===== src/hdl/pspt_pkg.sv =====
// ----------------------------------------------------------------------------
// pspt_pkg
// Shared types and constants for the PC stride prefetch table.
// ----------------------------------------------------------------------------
`default_nettype none

package pspt_pkg;

  localparam int unsigned BLK_W      = 64;
  localparam int unsigned DEGREE_W   = 5;
  localparam logic [DEGREE_W-1:0] MAX_DEGREE = 5'd16;

  // controller -> datapath
  typedef struct packed {
    logic capture;   // latch request, register tag compares
    logic pick;      // resolve hit slot
    logic read;      // fetch last block and stride of the hit slot
    logic update;    // stride check, table rewrite, arm the run
    logic emit;      // move one prefetch into the output register
  } cmd_t;

  // datapath -> controller
  typedef struct packed {
    logic run_start;     // stride repeated and degree nonzero
    logic out_free;      // output register can take a prefetch now
    logic last_pending;  // next emit is the final one of the run
  } sts_t;

endpackage

`default_nettype wire


===== src/hdl/pspt_ctrl.sv =====
// ----------------------------------------------------------------------------
// pspt_ctrl
// Sequencer: lookup, table update and the prefetch run of one request.
// ----------------------------------------------------------------------------
`default_nettype none

module pspt_ctrl (
  input  wire logic          clk,
  input  wire logic          rst_n,
  input  wire logic          in_valid,
  output logic               in_stall,
  output pspt_pkg::cmd_t     cmd,
  input  wire pspt_pkg::sts_t sts
);
  import pspt_pkg::*;

  typedef enum logic [4:0] {
    S_IDLE = 5'b00001,
    S_PICK = 5'b00010,
    S_READ = 5'b00100,
    S_UPD  = 5'b01000,
    S_EMIT = 5'b10000
  } state_t;

  state_t state_r, state_nxt;

  assign in_stall    = (state_r != S_IDLE);
  assign cmd.capture = (state_r == S_IDLE) && in_valid;
  assign cmd.pick    = (state_r == S_PICK);
  assign cmd.read    = (state_r == S_READ);
  assign cmd.update  = (state_r == S_UPD);
  assign cmd.emit    = (state_r == S_EMIT) && sts.out_free;

  always_comb begin
    state_nxt = state_r;
    unique case (state_r)
      S_IDLE: if (in_valid) state_nxt = S_PICK;
      S_PICK: state_nxt = S_READ;
      S_READ: state_nxt = S_UPD;
      S_UPD:  state_nxt = sts.run_start ? S_EMIT : S_IDLE;
      S_EMIT: if (sts.out_free && sts.last_pending) state_nxt = S_IDLE;
      default: state_nxt = S_IDLE;
    endcase
  end

  always_ff @(posedge clk) begin
    if (!rst_n) begin
      state_r <= S_IDLE;
    end else begin
      state_r <= state_nxt;
    end
  end

  // no run armed: straight back to idle
  a_upd_no_run: assert property (@(posedge clk) disable iff (!rst_n)
    (state_r == S_UPD && !sts.run_start) |=> (state_r == S_IDLE))
    else $error("pspt_ctrl: update without run did not return to idle");

  // final emit ends the run and frees the input
  a_last_emit: assert property (@(posedge clk) disable iff (!rst_n)
    (cmd.emit && sts.last_pending) |=> !in_stall)
    else $error("pspt_ctrl: input still stalled after last prefetch");

  // a request is only taken when no other is in flight
  a_one_req: assert property (@(posedge clk) disable iff (!rst_n)
    cmd.capture |=> (state_r == S_PICK) && in_stall)
    else $error("pspt_ctrl: capture did not start a lookup");

endmodule

`default_nettype wire


===== src/hdl/pspt_dp.sv =====
// ----------------------------------------------------------------------------
// pspt_dp
// Datapath: recency-ordered entry slots, tag match, stride check, prefetch
// accumulator, degree register and output register.
// ----------------------------------------------------------------------------
`default_nettype none

module pspt_dp #(
  parameter int unsigned NUM_ENTRIES = 16
) (
  input  wire logic                          clk,
  input  wire logic                          rst_n,
  input  wire pspt_pkg::cmd_t                cmd,
  output pspt_pkg::sts_t                     sts,
  input  wire logic [pspt_pkg::BLK_W-1:0]    in_miss_pc,
  input  wire logic [pspt_pkg::BLK_W-1:0]    in_miss_block,
  input  wire logic                          cfg_we,
  input  wire logic [pspt_pkg::DEGREE_W-1:0] cfg_wdata,
  output logic                               out_valid,
  input  wire logic                          out_stall,
  output logic [pspt_pkg::BLK_W-1:0]         out_prefetch_block,
  output logic                               out_last_of_run
);
  import pspt_pkg::*;

  localparam int unsigned IDX_W = (NUM_ENTRIES > 1) ? $clog2(NUM_ENTRIES) : 1;
  localparam int unsigned TOP   = NUM_ENTRIES - 1;

  // slot k holds the entry of recency rank k (slot 0 = LRU)
  logic [BLK_W-1:0]       tag_r    [NUM_ENTRIES];
  logic [BLK_W-1:0]       last_r   [NUM_ENTRIES];
  logic [BLK_W-1:0]       stride_r [NUM_ENTRIES];
  logic [NUM_ENTRIES-1:0] valid_r;
  logic [NUM_ENTRIES-1:0] match_r;

  logic [BLK_W-1:0]    pc_r, blk_r, sel_last_r, sel_stride_r, acc_r;
  logic [IDX_W-1:0]    idx_r, pick;
  logic [DEGREE_W-1:0] degree_r, deg_sat, cnt_r;
  logic [BLK_W-1:0]    new_stride;
  logic                stride_eq;
  logic                out_valid_r, out_last_r;
  logic [BLK_W-1:0]    out_block_r;

  assign new_stride = blk_r - sel_last_r;
  assign stride_eq  = (new_stride == sel_stride_r);
  assign deg_sat    = (degree_r > MAX_DEGREE) ? MAX_DEGREE : degree_r;

  assign sts.run_start    = stride_eq && (deg_sat != '0);
  assign sts.out_free     = !out_valid_r || !out_stall;
  assign sts.last_pending = (cnt_r == DEGREE_W'(1));

  assign out_valid          = out_valid_r;
  assign out_prefetch_block = out_block_r;
  assign out_last_of_run    = out_last_r;

  // entry slots; invalid slots read as the all-zero reset entry
  for (genvar k = 0; k < NUM_ENTRIES; k++) begin : g_slot
    always_ff @(posedge clk) begin
      if (cmd.capture) begin
        match_r[k] <= valid_r[k] ? (tag_r[k] == in_miss_pc) : (in_miss_pc == '0);
      end
    end

    if (k == TOP) begin : g_top
      always_ff @(posedge clk) begin
        if (cmd.update) begin
          tag_r[k]    <= pc_r;
          last_r[k]   <= blk_r;
          stride_r[k] <= new_stride;
        end
      end
      always_ff @(posedge clk) begin
        if (!rst_n) begin
          valid_r[k] <= 1'b0;
        end else if (cmd.update) begin
          valid_r[k] <= 1'b1;
        end
      end
    end else begin : g_low
      always_ff @(posedge clk) begin
        if (cmd.update && (IDX_W'(k) >= idx_r)) begin
          tag_r[k]    <= tag_r[k+1];
          last_r[k]   <= last_r[k+1];
          stride_r[k] <= stride_r[k+1];
        end
      end
      always_ff @(posedge clk) begin
        if (!rst_n) begin
          valid_r[k] <= 1'b0;
        end else if (cmd.update && (IDX_W'(k) >= idx_r)) begin
          valid_r[k] <= valid_r[k+1];
        end
      end
    end
  end

  // lowest matching slot wins; no match falls back to the LRU slot
  always_comb begin
    pick = '0;
    for (int k = NUM_ENTRIES - 1; k >= 0; k--) begin
      if (match_r[k]) pick = IDX_W'(k);
    end
  end

  always_ff @(posedge clk) begin
    if (cmd.capture) begin
      pc_r  <= in_miss_pc;
      blk_r <= in_miss_block;
    end
    if (cmd.pick) begin
      idx_r <= pick;
    end
    if (cmd.read) begin
      sel_last_r   <= valid_r[idx_r] ? last_r[idx_r]   : '0;
      sel_stride_r <= valid_r[idx_r] ? stride_r[idx_r] : '0;
    end
    if (cmd.update) begin
      acc_r <= blk_r + sel_stride_r;
    end else if (cmd.emit) begin
      acc_r <= acc_r + sel_stride_r;
    end
    if (cmd.emit) begin
      out_block_r <= acc_r;
      out_last_r  <= (cnt_r == DEGREE_W'(1));
    end
  end

  always_ff @(posedge clk) begin
    if (!rst_n) begin
      degree_r    <= DEGREE_W'(2);
      cnt_r       <= '0;
      out_valid_r <= 1'b0;
    end else begin
      if (cfg_we) degree_r <= cfg_wdata;
      if (cmd.update) begin
        cnt_r <= stride_eq ? deg_sat : '0;
      end else if (cmd.emit) begin
        cnt_r <= cnt_r - DEGREE_W'(1);
      end
      if (cmd.emit) begin
        out_valid_r <= 1'b1;
      end else if (!out_stall) begin
        out_valid_r <= 1'b0;
      end
    end
  end

  a_emit_count: assert property (@(posedge clk) disable iff (!rst_n)
    cmd.emit |-> (cnt_r != '0))
    else $error("pspt_dp: emit with empty run count");

  a_emit_out: assert property (@(posedge clk) disable iff (!rst_n)
    cmd.emit |=> out_valid_r && (out_block_r == $past(acc_r)))
    else $error("pspt_dp: emitted prefetch not in output register");

  a_cnt_bound: assert property (@(posedge clk) disable iff (!rst_n)
    cmd.update |=> (cnt_r <= MAX_DEGREE))
    else $error("pspt_dp: run count above maximum degree");

endmodule

`default_nettype wire


===== src/hdl/pc_stride_prefetch_table.sv =====
// ----------------------------------------------------------------------------
// pc_stride_prefetch_table
// Per-PC constant-stride prefetcher with an LRU-ordered, fully associative
// reference prediction table.
// ----------------------------------------------------------------------------
// Each miss request (PC, block) goes through accept with a parallel tag
// compare, hit-slot priority encode, entry read, then stride check and table
// rewrite before its first prefetch can leave. The run then sends one
// prefetch per cycle while out_stall is low; in_stall stays high for the
// whole request. The sequencer handles one request at a time, and the single
// output register lets the next request start while the last prefetch still
// waits downstream. The degree register (cfg_we/cfg_wdata, reset 2, values
// above 16 act as 16) is meant to be written while idle.
// ----------------------------------------------------------------------------
`default_nettype none

module pc_stride_prefetch_table #(
  parameter int unsigned NUM_ENTRIES = 16
) (
  input  wire logic                          clk,
  input  wire logic                          rst_n,
  // miss request channel
  input  wire logic                          in_valid,
  output logic                               in_stall,
  input  wire logic [pspt_pkg::BLK_W-1:0]    in_miss_pc,
  input  wire logic [pspt_pkg::BLK_W-1:0]    in_miss_block,
  // prefetch request channel
  output logic                               out_valid,
  input  wire logic                          out_stall,
  output logic [pspt_pkg::BLK_W-1:0]         out_prefetch_block,
  output logic                               out_last_of_run,
  // prefetch degree register
  input  wire logic                          cfg_we,
  input  wire logic [pspt_pkg::DEGREE_W-1:0] cfg_wdata
);
  import pspt_pkg::*;

  cmd_t cmd;
  sts_t sts;

  // sequencer: owns the request handshake and the step order
  pspt_ctrl u_ctrl (
    .clk      (clk),
    .rst_n    (rst_n),
    .in_valid (in_valid),
    .in_stall (in_stall),
    .cmd      (cmd),
    .sts      (sts)
  );

  // table, stride arithmetic and the output register
  pspt_dp #(
    .NUM_ENTRIES (NUM_ENTRIES)
  ) u_dp (
    .clk                (clk),
    .rst_n              (rst_n),
    .cmd                (cmd),
    .sts                (sts),
    .in_miss_pc         (in_miss_pc),
    .in_miss_block      (in_miss_block),
    .cfg_we             (cfg_we),
    .cfg_wdata          (cfg_wdata),
    .out_valid          (out_valid),
    .out_stall          (out_stall),
    .out_prefetch_block (out_prefetch_block),
    .out_last_of_run    (out_last_of_run)
  );

endmodule

`default_nettype wire


===== config.mk =====
export PLATFORM = sky130hd
export DESIGN_NAME = pc_stride_prefetch_table
export DESIGN_NICKNAME = d
export VERILOG_FILES = /design/src/hdl/pspt_pkg.sv /design/src/hdl/pspt_ctrl.sv /design/src/hdl/pspt_dp.sv /design/src/hdl/pc_stride_prefetch_table.sv
export SDC_FILE = /design/constraint.sdc
export NUM_CORES = 2
export LEC_CHECK = 0
export BUFFER_PORTS_ARGS = -buffer_cell sky130_fd_sc_hd__buf_2
export CAP_MARGIN = 20
export CORE_MARGIN = 2
export CORE_UTILIZATION = 40
export DETAILED_ROUTE_END_ITERATION = 7
export PLACE_DENSITY_LB_ADDON = 0.25
export SLEW_MARGIN = 10
export SYNTH_ARGS = -nofsm -noshare
export SYNTH_HDL_FRONTEND = slang
export SYNTH_SLANG_ARGS = --single-unit

===== constraint.sdc =====
create_clock -name clk -period 35.6 [get_ports clk]
set_input_delay 1.78 -clock clk [delete_from_list [all_inputs] [get_ports clk]]
set_output_delay 1.78 -clock clk [all_outputs]
set_load 0.005 [all_outputs]

### Word-level counts from Yosys, hierarchy flattened

Memories as Yosys holds them, arrays and structs flattened. A register that Yosys moved wholly into a read port is not among the register bits.
Index checks and enable logic that the tools add are counted.

* flip-flop bits (word level): 309
* bits in writable memories: 3072
* input port bits: 138
* output and inout port bits: 67
* word-level logic and storage cells: 204
* memories: 3

* add/subtract/negate cells: 4
* $lt $le $gt $ge: 17
* equality and inequality tests: 27
* mux-type cells: 77
* reductions and logical operators: 31

Memories
* u_dp.last_r: words 16, bits a word 64, rd ports 16, clocked after memory_dff 1, wr ports 16, RTL line pspt_dp.sv:31 `logic [BLK_W-1:0] last_r [NUM_ENTRIES];`
* u_dp.stride_r: words 16, bits a word 64, rd ports 16, clocked after memory_dff 1, wr ports 16, RTL line pspt_dp.sv:32 `logic [BLK_W-1:0] stride_r [NUM_ENTRIES];`
* u_dp.tag_r: words 16, bits a word 64, rd ports 16, clocked after memory_dff 0, wr ports 16, RTL line pspt_dp.sv:30 `logic [BLK_W-1:0] tag_r [NUM_ENTRIES];`

Operators by type and width (count)
* $eq A64 B64 Y1: 17
* $add A64 B64 Y64: 2
* $mux W64: 2
* $logic_not A64 Y1: 1
* $sub A64 B64 Y64: 1
* $mux W1: 52
* $mux W5: 7
* $mux W4: 8
* $ge A4 B4 Y1 const A: 7
* $pmux W5 S5: 1
* $logic_and A1 B1 Y1: 19
* $ge A3 B4 Y1 const A: 4
* $mux W3: 4
* $eq A5 B1 Y1 const B: 2
* $ge A1 B4 Y1 const A: 2
* $ge A2 B4 Y1 const A: 2
* $reduce_or A8 Y1: 1
* $eq A5 B2 Y1 const B: 1
* $eq A5 B3 Y1 const B: 1
* $eq A5 B4 Y1 const B: 1
* $eq A5 B5 Y1 const B: 1
* $gt A5 B5 Y1 const B: 1
* $lt A4 B5 Y1 const B: 1
* $ne A5 B1 Y1 const B: 1
* 12 further kinds: 17

### Logic depth before layout (Yosys ltp)

* word-level depth: 15
* gate-level depth with buffers: 22
* gate-level depth less buffers: 18

### Modules after synthesis

A second synthesis with hierarchy kept.

* cell total of the unflattened synthesis: 7945
* area, all modules: 145568.4 um2

By module, submodules not included
* pspt_dp: times used 1, cells an instance 7910, area an instance 145283.1 um2, seq. area each 104950.7 um2
* pspt_ctrl: times used 1, cells an instance 35, area an instance 285.3 um2, seq. area each 100.1 um2

### Least setup slack after synthesis

OpenSTA, ideal clock, no wires.

* path type: reg2reg
* from: register u_dp.idx_r[1]
* to: register u_dp.valid_r[0]
* library setup time: 0.103 ns
* data arrival time: 15.437 ns
* required time: 35.497 ns
* path slack: 20.060 ns
* stages on the path, launching flop included: 9
* buffers on the path: 5
* period minus slack after synthesis: 15.540 ns
* path through: edfxtp_1 -> clkbuf_1 -> clkbuf_1 -> clkbuf_1 -> clkbuf_1 -> clkbuf_1 -> nor3_1 -> mux2i_1 -> nor2b_1

* word-level cells in the longest chain between the ends: 2

Ends and longest elaborated chain
* start, declared: RTL line pspt_dp.sv:37 `logic [IDX_W-1:0] idx_r, pick;`
* start signal, assigned: RTL line pspt_dp.sv:111 `idx_r <= pick;`
* $ge A1 B4 Y1: RTL line pspt_dp.sv:90 `end else if (cmd.update && (IDX_W'(k) >= idx_r)) begin`
* $logic_and A1 B1 Y1: RTL line pspt_dp.sv:90
* end signal, assigned by index: RTL line pspt_dp.sv:91 `valid_r[k] <= valid_r[k+1];`
* end, declared: RTL line pspt_dp.sv:33 `logic [NUM_ENTRIES-1:0] valid_r;`

Every way passes these cells.
A chain may end at the register's enable or synchronous reset.

### Final worst setup path

* from: register u_ctrl.state_r[2]
* to: register u_dp.acc_r[60] (data pin)

* word-level cells in the longest chain between the ends: 2

Ends and longest elaborated chain
* start, declared: RTL line pspt_ctrl.sv:25 `state_t state_r, state_nxt;`
* start signal, assigned: RTL line pspt_ctrl.sv:50 `state_r <= state_nxt;`
* $eq A5 B4 Y1: RTL line pspt_ctrl.sv:31 `assign cmd.update = (state_r == S_UPD);`
* $mux W64: RTL line pspt_dp.sv:117 `if (cmd.update) begin`
* end signal, assigned: RTL line pspt_dp.sv:118 `acc_r <= blk_r + sel_stride_r;`
* end signal, assigned: RTL line pspt_dp.sv:120 `acc_r <= acc_r + sel_stride_r;`
* end, declared: RTL line pspt_dp.sv:36 `logic [BLK_W-1:0] pc_r, blk_r, sel_last_r, sel_stride_r, acc_r;`

Every way passes these cells.

==> results.txt <==
Final GP Congestion: 0.9972
GRT Util Overall: 25.95%
Die ar.: 366,800 µm²
Initial Util: 40.25%
CTS clk-pin slew, worst paths: 60 ps
Fmax: 156.7 MHz
Synth area leader: edfxtp_1
Ys async rst share: 0%
Die W: 605.7 µm
Critical path startpoint category: flop
Vias/cell: 6.046
Min-Delay Path Depth: 0
Placed Area: 152,200 µm²
GRT overflow: 0
Row count: 220
Final Max Tran Viols: 0
Max transition margin: 17.70%
Slowest cell delay on critical path: 660 ps
Worst path cell trace: nand4bb_4, buf_4, buf_4, o21ai_0, ha_1, fa_1, a21o_1, a21oi_1, o21ai_0, nand2_1, a21o_1, a31oi_1, a221oi_2, o311ai_1, a221o_1, a211oi_1, or3b_2, nand3_1
Die Ht: 605.7 µm
Post-route cell area: 164,300 µm²
CTS tree: done
Hold/Removal Path Class: flop to flop
Routed Antenna Nets: 0
Final HPWL DP: 324,900 µm
Post-synthesis sequential area ratio: 72.55%
Library cells used by synthesis: 103
Crit path arrival time: 7080 ps
Worst path slowest cell: a221oi_2
Leak: 52.57 nW
Worst Setup Path Type: flop to flop
Synth warnings: 0
Wire per inst: 35.88 µm
Multi-input logic area: 37,510 µm²
Htree depth: 5
Core Area: 359,800 µm²
Number of max-cap violations: 0
Largest net degree at the start of global routing: 127
# resized after CTS: 0
Post-CTS Setup Inserts: 0
Cts bufs inserted: 376
Syn avg cell area: 18.18 µm²
Post-Syn Instances: 7,966
Pwr dens: 52.95 nW/µm²
Worst Setup End Kind: flop
Synthesized flop and latch total: 3,509
Mapped cell area: 144,800 µm²
Worst-case clock buffer depth: 4
Worst Max-Slew Pin Slew: 1231 ps
Crit Path Max Fanout: 41
Initial antenna violation count: 40
Final net count: 8,632
Status: completed
Maximum vdd drop: 0.04548 mV
Detailed Route WL: 483,000 µm
Top_reg_cell synth: edfxtp_1
Root Buffer: clkbuf_16
FF-to-FF Start: u_ctrl.state_r[2]
Clock latency on the worst-skew pair: 960 ps
RSZ-0062 raised after global routing: no
Clock Skew: 88.51 ps
Worst Hold End: u_dp.stride_r[9][45]
First-pass GRT wire length: 664,900 µm
Setup TNS: 0 ps
Syn nets: 8,235
CP required: 36,290 ps
Initial detailed-routing violation count: 10,790
CTS Hold Bufs: 0
R2r setup slk: 29,220 ps
Vias in the first global route: 81,110
Cells on worst reg2reg path: 18
Port Buffers: 204
Post-synth EDFFs: 3,477
Register Area: 105,100 µm²
Layout area overhead: 13.44%
Min Tclk post-route: 6382 ps
Final Hold Fails: 0
Tcrit/Tclk final: 17.93%
Final setup violating endpoints: 0
Worst R2R End: u_dp.acc_r[60]
Post-route DRC: 0
Hold wc startpoint: u_dp.stride_r[10][45]
Drt pass-1 iters: 7
Fillcell total: 30,670
Vias: 81,380
Share of layout cells above drive strength 1: 18.63%
# IOs: 205
Clock Sinks: 3,509
Top cells by area, synth: edfxtp_1 (72%), mux4_2 (10%), xnor2_1 (3.0%)
Post-synth top area share: 72.11%
[area by class of cell]
| type | instances | area share [%] |
|---|---|---|
| Tap cell | 4773 | 3.636 |
| Multi-Input combinational cell | 3819 | 22.83 |
| Clock buffer | 471 | 6.148 |
| Clock inverter | 218 | 1.184 |
| Antenna cell | 13 | 0.01980 |
| Timing Repair Buffer | 393 | 1.601 |
| Inverter | 264 | 0.6246 |
| Sequential cell | 3509 | 63.95 |
[where the power goes]
group          switching [W]  leakage [nW]  internal (W)
clock                0.00167          5.86       0.00220
combinational       0.000220          15.1     0.0000974
sequential         0.0000142          31.6       0.00450
[layout by cell type (no fill, tap or decap), types with 22 or more instances in the layout]
cell type  netlist  layout
edfxtp_1      3477    3477
mux4_2         644     644
xnor2_1        491     491
clkbuf_16        0     386
xor2_1         366     366
nand2_1        324     324
inv_1          250     246
buf_2           16     204
nand4_1        194     194
buf_4            6     175
a21oi_1        174     168
nor2b_1        162     162
nor4_1         156     155
nor2_1         148     146
ha_1           129     129
o22ai_1        109     109
clkinv_1        14     107
o21ai_0        103     102
clkbuf_1       239      73
a21o_1          71      71
a221oi_1        71      71
nor3_1          66      65
o2bb2ai_1       59      59
clkinv_2         0      57
nand3_1         50      50
dfxtp_1         32      32
a22o_1          27      27
bufinv_16        0      26
mux2i_1         25      25
and3_1          23      23
o21a_1          23      23
a31oi_1         26      22
[flip-flops by register name (all words and copies together) (netlist names), 4 cells and up]
| name | count |
|---|---|
| u_dp.pc_r | 64 |
| u_dp.last_r | 1024 |
| u_dp.blk_r | 64 |
| u_dp.degree_r | 5 |
| u_dp.stride_r | 1024 |
| u_dp.valid_r | 16 |
| u_dp.tag_r | 1024 |
| u_dp.match_r | 16 |
| u_ctrl.state_r | 5 |
| u_dp.cnt_r | 5 |
| u_dp.out_prefetch_block | 64 |
| u_dp.sel_last_r | 64 |
| u_dp.sel_stride_r | 64 |
| u_dp.idx_r | 4 |
| u_dp.acc_r | 64 |
[metrics by stage]
step	power, W	utilization, %	instances	hold slack (ps)	setup slack [ps]
after CTS	0.008754	45.65	13450	382.0	28950
final	0.008697	45.66	13460	393.5	29220
after global placement	0.004909	42.28	12760	400.2	28950
after detailed placement	0.004908	42.30	12760	404.5	28900
after global routing	0.008925	45.65	13450	402.5	28540
after floorplan	0.004761	-	7966	400.3	20060
[synth_stat cells, types with 20 or more instances]
library cell,count
edfxtp_1,3477
mux4_2,644
xnor2_1,491
xor2_1,366
nand2_1,324
inv_1,250
clkbuf_1,239
nand4_1,194
a21oi_1,174
nor2b_1,162
nor4_1,156
nor2_1,148
ha_1,129
buf_1,111
o22ai_1,109
o21ai_0,103
a21o_1,71
a221oi_1,71
nor3_1,66
o2bb2ai_1,59
nand3_1,50
dfxtp_1,32
a22o_1,27
a31oi_1,26
mux2i_1,25
and3_1,23
o21a_1,23
o21bai_1,21
o221ai_1,21
a211oi_1,20
[routing by layer]
| layer | vias up | global-route usage, % | share of wire, % | wire length [µm] |
|---|---|---|---|---|
| met2 | 4099 | 40.73 | 46 | 223700 |
| met4 | 16 | 8.028 | 3.4 | 16360 |
| li1 | 32800 | - | - | - |
| met3 | 737 | 3.434 | 7.0 | 33990 |
| met1 | 43720 | 37.70 | 43 | 208800 |
| met5 | - | 0 | 0.020 | 99 |
[critical path: cells and delay by family (launching register included)]
| kind | cells | cell delay (ps) |
|---|---|---|
| DFF | 1 | 380 |
| buffers and inverters | 2 | 1060 |
| AOI/OAI and AO/OA | 10 | 3250 |
| and+or+nand+nor | 4 | 630 |
| adders and majority gates | 2 | 710 |
[cells by family (layout without fill, tap and decap cells)]
logic type | after synthesis | after routing | share of synthesized area, %
DFF | 3509 | 3509 | 72.55
and+or+nand+nor | 1234 | 1234 | 4.523
AOI/OAI and AO/OA | 908 | 908 | 4.436
xor gates and xnor gates | 873 | 873 | 5.436
muxes | 673 | 673 | 10.22
buffers and inverters | 638 | 1346 | 1.694
adders and majority gates | 131 | 131 | 1.142
other | 0 | 13 | 0
[worst max-delay path by stage]
stage | from | to | slack (ps) | cells after the start
2_1_floorplan | u_dp.idx_r[1] | u_dp.valid_r[0] | 20060 | 8
3_3_place_gp | u_dp.idx_r[0] | u_dp.sel_last_r[51] | 28950 | 9
3_5_place_dp | u_dp.idx_r[0] | u_dp.sel_last_r[54] | 28900 | 9
4_1_cts | u_dp.idx_r[0] | u_dp.sel_last_r[59] | 28950 | 9
5_1_grt | u_dp.idx_r[0] | u_dp.sel_stride_r[47] | 28540 | 9
6_report | u_ctrl.state_r[2] | u_dp.acc_r[60] | 29220 | 18
Power figures use the tool's default switching activity.
